## config.mk

```make
export PLATFORM = sky130hd
export DESIGN_NAME = swmf_select
export DESIGN_NICKNAME = d
export VERILOG_FILES = /design/src/hdl/assert_macros.svh /design/src/hdl/swmf_pkg.sv /design/src/hdl/swmf_select.sv
export SDC_FILE = /design/constraint.sdc
export NUM_CORES = 1
export LEC_CHECK = 0
export BUFFER_PORTS_ARGS = -buffer_cell sky130_fd_sc_hd__buf_2
export CAP_MARGIN = 0
export CORE_ASPECT_RATIO = 0.5
export CORE_MARGIN = 2
export CORE_UTILIZATION = 61
export CTS_CLUSTER_DIAMETER = 150
export DETAILED_ROUTE_END_ITERATION = 7
export PLACE_DENSITY = 0.78
export SYNTH_ARGS = -nofsm -noshare
export SYNTH_HDL_FRONTEND = slang
export SYNTH_SLANG_ARGS = --single-unit
```

## constraint.sdc

```tcl
create_clock -name clk -period 15.93 [get_ports clk]
set_input_delay 1.593 -clock clk [delete_from_list [all_inputs] [get_ports clk]]
set_output_delay 1.593 -clock clk [all_outputs]
set_load 0.02 [all_outputs]
```

## src/hdl/assert_macros.svh

```systemverilog
// assertion macros shared by the rtl files
`ifndef ASSERT_MACROS_SVH
`define ASSERT_MACROS_SVH
`ifndef ASSERT_OFF
`define ASSERT_CLK(label, prop, msg) \
  label: assert property (@(posedge clk) disable iff (rst) prop) else $error(msg);
`define ASSERT_NEVER(label, cond, msg) \
  label: assert property (@(posedge clk) disable iff (rst) !(cond)) else $error(msg);
`else
`define ASSERT_CLK(label, prop, msg)
`define ASSERT_NEVER(label, cond, msg)
`endif
`endif

```

## src/hdl/swmf_pkg.sv

```systemverilog
// shared types and constants of the square window median filter
`default_nettype none
package swmf_pkg;
  localparam int MAX_WIDTH_DEF  = 1024;
  localparam int MAX_RADIUS_DEF = 3;
  localparam int MAX_HEIGHT     = 4096;
  localparam int MIN_SIDE       = 8;
  localparam int PIX_W          = 8;
  localparam int ROW_W          = 12;
  localparam int COL_W          = 10;
  localparam int FW_W           = 11;
  localparam int FH_W           = 13;
  localparam int RAD_W          = 2;
  localparam int CFG_DATA_W     = 13;
  localparam int EXT_W          = 14;

  typedef enum logic [1:0] {
    CFG_WIDTH  = 2'd0,
    CFG_HEIGHT = 2'd1,
    CFG_RADIUS = 2'd2,
    CFG_NONE   = 2'd3
  } cfg_index_t;

  typedef enum logic {
    CMD_PIXEL = 1'b0,
    CMD_DRAIN = 1'b1
  } command_t;

  typedef enum logic [2:0] {
    S_IDLE,
    S_EMIT,
    S_BDATA,
    S_FETCH,
    S_FLUSH,
    S_START,
    S_SELECT,
    S_OUT
  } state_t;

  typedef struct packed {
    logic clear;
    logic push;
    logic start;
  } sel_ctrl_t;
endpackage
`default_nettype wire

```

## src/hdl/swmf_select.sv

```systemverilog
// window buffer and bit-serial radix selection of the k-th smallest value
`default_nettype none
module swmf_select import swmf_pkg::*; #(
  parameter int WIN = 49,
  parameter int KW  = 6
) (
  input  wire logic             clk,
  input  wire logic             rst,
  input  wire sel_ctrl_t        ctrl,
  input  wire logic [PIX_W-1:0] push_data,
  input  wire logic [KW-1:0]    k,
  output logic                  done,
  output logic      [PIX_W-1:0] result
);
  localparam int STW = $clog2(WIN);

  logic [PIX_W-1:0] buffer [WIN];
  logic [WIN-1:0]   vld;
  logic             running;
  logic [2:0]       bitpos;
  logic [STW-1:0]   step;
  logic [KW-1:0]    cnt;
  logic [KW-1:0]    krem;
  logic [PIX_W-1:0] prefix;
  logic [PIX_W-1:0] mask;
  logic             match;
  logic [KW-1:0]    total;

  assign mask  = 8'hFF << bitpos;
  assign match = vld[0] && (((buffer[0] ^ prefix) & mask) == 8'h00);
  assign total = cnt + KW'(match);

  // buffer shifts in on push and rotates while selecting
  always_ff @(posedge clk) begin
    if (ctrl.push) begin
      for (int i = 0; i < WIN - 1; i++) begin
        buffer[i] <= buffer[i+1];
      end
      buffer[WIN-1] <= push_data;
    end else if (running) begin
      for (int i = 0; i < WIN - 1; i++) begin
        buffer[i] <= buffer[i+1];
      end
      buffer[WIN-1] <= buffer[0];
    end
  end

  always_ff @(posedge clk) begin
    if (rst || ctrl.clear) begin
      vld <= '0;
    end else if (ctrl.push) begin
      vld <= {1'b1, vld[WIN-1:1]};
    end else if (running) begin
      vld <= {vld[0], vld[WIN-1:1]};
    end
  end

  always_ff @(posedge clk) begin
    if (rst) begin
      running <= 1'b0;
      done    <= 1'b0;
    end else begin
      done <= !ctrl.start && running && step == STW'(WIN - 1) && bitpos == 3'd0;
      if (ctrl.start) begin
        running <= 1'b1;
      end else if (running && step == STW'(WIN - 1) && bitpos == 3'd0) begin
        running <= 1'b0;
      end
    end
  end

  always_ff @(posedge clk) begin
    if (ctrl.start) begin
      bitpos <= 3'd7;
      step   <= '0;
      cnt    <= '0;
      krem   <= k;
      prefix <= '0;
    end else if (running) begin
      if (step == STW'(WIN - 1)) begin
        // end of a pass: settle one bit of the answer
        step <= '0;
        cnt  <= '0;
        if (krem >= total) begin
          prefix[bitpos] <= 1'b1;
          krem           <= krem - total;
        end
        bitpos <= bitpos - 3'd1;
      end else begin
        step <= step + STW'(1);
        cnt  <= total;
      end
    end
  end

  always_ff @(posedge clk) begin
    if (running && step == STW'(WIN - 1) && bitpos == 3'd0) begin
      result <= {prefix[PIX_W-1:1], (krem >= total)};
    end
  end
endmodule
`default_nettype wire

```

### Word level (Yosys, flattened, before mapping)

Memories as Yosys holds them, arrays and structs flattened.
Cells that the tools add are included.

* RAM bits: 392
* input port bits: 19
* output and inout port bits: 9
* word-level logic and storage cells: 156
* memories: 1
* register bits: 88

* reduce and logical (&&, ||, !) cells: 19
* $lt $le $gt $ge: 3
* shift-type cells: 1
* eq/ne operators: 1
* add/subtract/negate cells: 4
* bitwise gates (word level): 52
* multiplexer cells: 66

Memory list
* buffer: words 49, width 8, rd ports 49, clocked after Yosys merged registers in 0, write ports 49, RTL line swmf_select.sv:17 `logic [PIX_W-1:0] buffer [WIN];`

Operators by type and width (number)
* 8-bit two-way mux: 49
* 49-bit two-way mux: 2
* 1-bit bitwise OR: 49
* 6-bit two-way mux: 6
* 2-bit nonzero test: 5
* 8-bit bitwise AND: 1
* 8-bit zero test: 1
* 1-bit two-way mux: 8
* 8-bit bitwise OR: 1
* 8-bit by 3-bit left shift with 8-bit output (first input constant): 1
* 8-bit bitwise XOR: 1
* 1-bit logical AND: 7
* 6-bit by 1-bit adder with 6-bit output: 1
* 6-bit by 1-bit adder with 6-bit output (second input constant): 1
* 6-bit == test (second input constant): 1
* 6-bit >= comparator: 1
* 3-bit AND reduction: 2
* 6-bit subtractor: 1
* 3-bit by 4-bit less-than comparator with 1-bit output (second input constant): 1
* 1-bit demux with 3-bit select: 1
* 3-bit by 1-bit >= comparator with 1-bit output (second input constant): 1
* 3-bit zero test: 1
* 3-bit by 1-bit subtractor with 3-bit output (second input constant): 1
* 2-bit AND reduction: 1
* other kinds (2): 2

### Depth between registers and ports, before layout

* word-level depth: 10
* mapped depth: 15
* depth with buffers taken out: 14

### Worst setup path after synthesis

No wires, ideal clock.

* kind: input-to-reg
* from: in ctrl[1] (netlist bit)
* to: mem buffer[0][0] (enable)
* setup time: 911 ps
* stages: 4
* arrival: 12729 ps
* path buffers: 2
* data required time: 15019 ps
* slack: 2290 ps
* cell sequence: buf_2 > nor2_1 > inv_1 > clkbuf_1

RTL lines
* from (decl): RTL line swmf_select.sv:9 `input wire sel_ctrl_t ctrl,`
* to (decl): RTL line swmf_select.sv:17

==> impl_metrics.yaml <==
die:
  start_util: 0.6187
  io_pins: 28
  die_w_um: 229.8
  die-area_um2: 26870
  rows: 41
  die_h_um: 116.9
  core_area_um2: 25140
sta:
  hold_viol_final: 0
  period_share: 0.3023
  period_needed_ns: 4.816
  slew_violations: 0
  tightest_slew_ns: 1.149
  finalSetupTns_ns: 0
  finalSetupViolCount: 0
  timing.fmax_ghz: 0.2076
  finClkSkew_ns: 0.02600
  slew_headroom: 0.2341
  rsz0062_at_grt: "false"
layout:
  nets: 898
  drive_gt1_frac: 0.1176
  final_core_util: 0.6881
  antennaDiodeCount: 0
  area_growth_pct: 11.21
worst_setup_path:
  arrival_ns: 4.97
  path_buf_inv: 5
  crit_family: "buffers and inverters"
  worstPathRequired_ns: 16.08
  slowest_delay_ns: 0.89
  path_common_cell: "buf_4"
  critPathLaunchType: "primary input"
  critical-path-slowest-cell: "buf_4"
  crit_fanout: 189
  endpoint_kind: "flop"
  worstPathCellList: "buf_2, nor2_2, buf_4, inv_8, buf_4, buf_4"
  path_class: "in -> reg"
cts:
  cts.htree.levels: 2
  postCtsHoldBufs: 0
  cts_tree: "built"
  cts.sinks: 480
  clk_pin_slew_ns: 0.07
  cts_resized: 0
  cts-root-buf: "clkbuf_16"
  clk_path_buf_depth: 3
  post_cts.repair.setup_buffers: 0
  cts_buffers: 39
  clk_latency_ns: 0.54
synthesis:
  ys.flop_type: "edfxtp_1"
  ys_seq_area_frac: 0.8792
  synth_cells: 819
  synth-warning-count: 0
  synth_cell_types: 49
  syn_nets: 851
  syn_area_per_cell_um2: 18.99
  netlist_area_um2: 15550
  synth-edff-count: 406
  ys_ff_latch: 480
  ys_async_sr_fraction: 0
detailed_routing:
  drtIter0Drc: 793
  final_antenna_net_count: 0
  drc: 0
  finalWirelength_um: 23460
  vias: 6768
  wl_per_cell_um: 18.96
  first_pass_iters: 5
  vias_per_cell: 5.471
global_routing:
  overflow: 0
  grt_pass1_wl_um: 36170
  grt_pass1_vias: 6473
  grtUsageTotal: 0.1799
  antenna_found_initial: 1
  grt_max_degree: 190
placed_design:
  dp_hpwl_um: 11410
  gp_congestion: 0.7994
  numPortBuffers: 27
flow_run:
  maxCapViolCount: 0
pwr:
  leakage_uw: 0.005933
  cellPowerDensity_nw_per_um2: 146.9
  ir_drop_v: 0.00007402
worst_hold_path:
  hp-class: "reg -> reg"
status:
  outcome: "finished clean"
[layout by cell type, fill, tap and decap left out, drive strengths merged, types with 3 or more instances in the layout]
cell type and n:
a21o 3, xor2 10, nand3 3, a21oi 62
dfxtp 74, buf 31, edfxtp 406, xnor2 9
inv 18, mux2 9, nand2 107, o2111ai 4
clkinv 13, o21ai 7, nor3 7, ha 12
nor2 24, bufinv 4, a211oi 3, o41ai 4
nand2b 6, clkbuf 49
[path summary, 6_finish.rpt]
check,to,slack (ns),cells past startpoint,startpoint
setup / recovery,buffer[0][119],11.11,6,ctrl[1]
hold / removal,buffer[1][86],0.41,0,buffer[1][94]
hold reg to reg,buffer[1][86],0.41,0,buffer[1][94]
setup reg to reg,buffer[0][119],11.79,5,running
[cells by family (layout without fill, tap and decap cells)]
group / Yosys count / count (layout) / synth area share
AOI/OAI and AO/OA: 95 / 95 / 0.03636
buffers and inverters: 41 / 115 / 0.01014
and+or+nand+nor: 159 / 159 / 0.04369
xor gates and xnor gates: 19 / 19 / 0.01118
adders and majority gates: 15 / 15 / 0.01231
muxes: 10 / 10 / 0.007160
DFF: 480 / 480 / 0.8792
[where the power goes]
group          internal [uW]  total, uW  switching [uW]
clock                    528        948             421
sequential              1500       1540            40.1
combinational           11.2       53.7            42.5
[registers in the layout, summed over array words and instances (netlist names), 3 cells and up]
name and cells:
bitpos 3, buffer 392, cnt 6, krem 6, prefix 8, result 8, step 6, vld 49
[metal layers]
| layer | global-route usage | part of all wire |
|---|---|---|
| met3 | 0.03973 | 0.056 |
| met2 | 0.2763 | 0.46 |
| met4 | 0.05978 | 0.024 |
| met5 | 0 | 0 |
| met1 | 0.2628 | 0.46 |
[cells in the mapped netlist, types with 2 or more instances]
cell / count / area (um^2)
buf_2: 3 / 15.01
a21o_1: 3 / 22.52
mux2_2: 9 / 101.4
o2111ai_1: 4 / 35.03
nor3_1: 7 / 35.03
clkbuf_1: 19 / 71.32
xnor2_1: 8 / 70.07
nand3_1: 3 / 15.01
o41ai_1: 4 / 35.03
nand2b_1: 6 / 37.54
edfxtp_1: 406 / 12190
dfxtp_1: 74 / 1481
o21ai_0: 7 / 35.03
nor2_1: 23 / 86.33
inv_1: 15 / 56.30
a22oi_1: 2 / 15.01
nand2_1: 107 / 401.6
nand4_1: 2 / 12.51
or2_2: 2 / 12.51
a211oi_1: 3 / 22.52
ha_1: 12 / 150.1
buf_1: 3 / 11.26
xor2_1: 10 / 87.58
a21oi_1: 62 / 310.3
[cell type report]
type,count,area [um^2]
Sequential cell,480,13670
Clock inverter,19,202.7
Multi-Input combinational cell,298,1724
Clock buffer,49,1033
Timing Repair Buffer,31,165.2
Inverter,16,67.56
Fill cell,1479,7840
Tap cell,344,430.4
[per-stage QoR]
step                      power (uW)  instances  worst slack (ns)  hold slack, ns  instance area (um^2)
final                           2541       1237             11.11          0.4110                 17300
after floorplan                 1609        819             2.290          0.4003                 15550
after global routing            2622       1237             10.79          0.4194                 17300
after detailed placement        1613       1169             10.58          0.4045                 16060
after CTS                       2565       1237             11.16          0.4059                 17300
after global placement          1607       1169             10.71          0.4007                 16060
(Power assumes the default switching activity.)
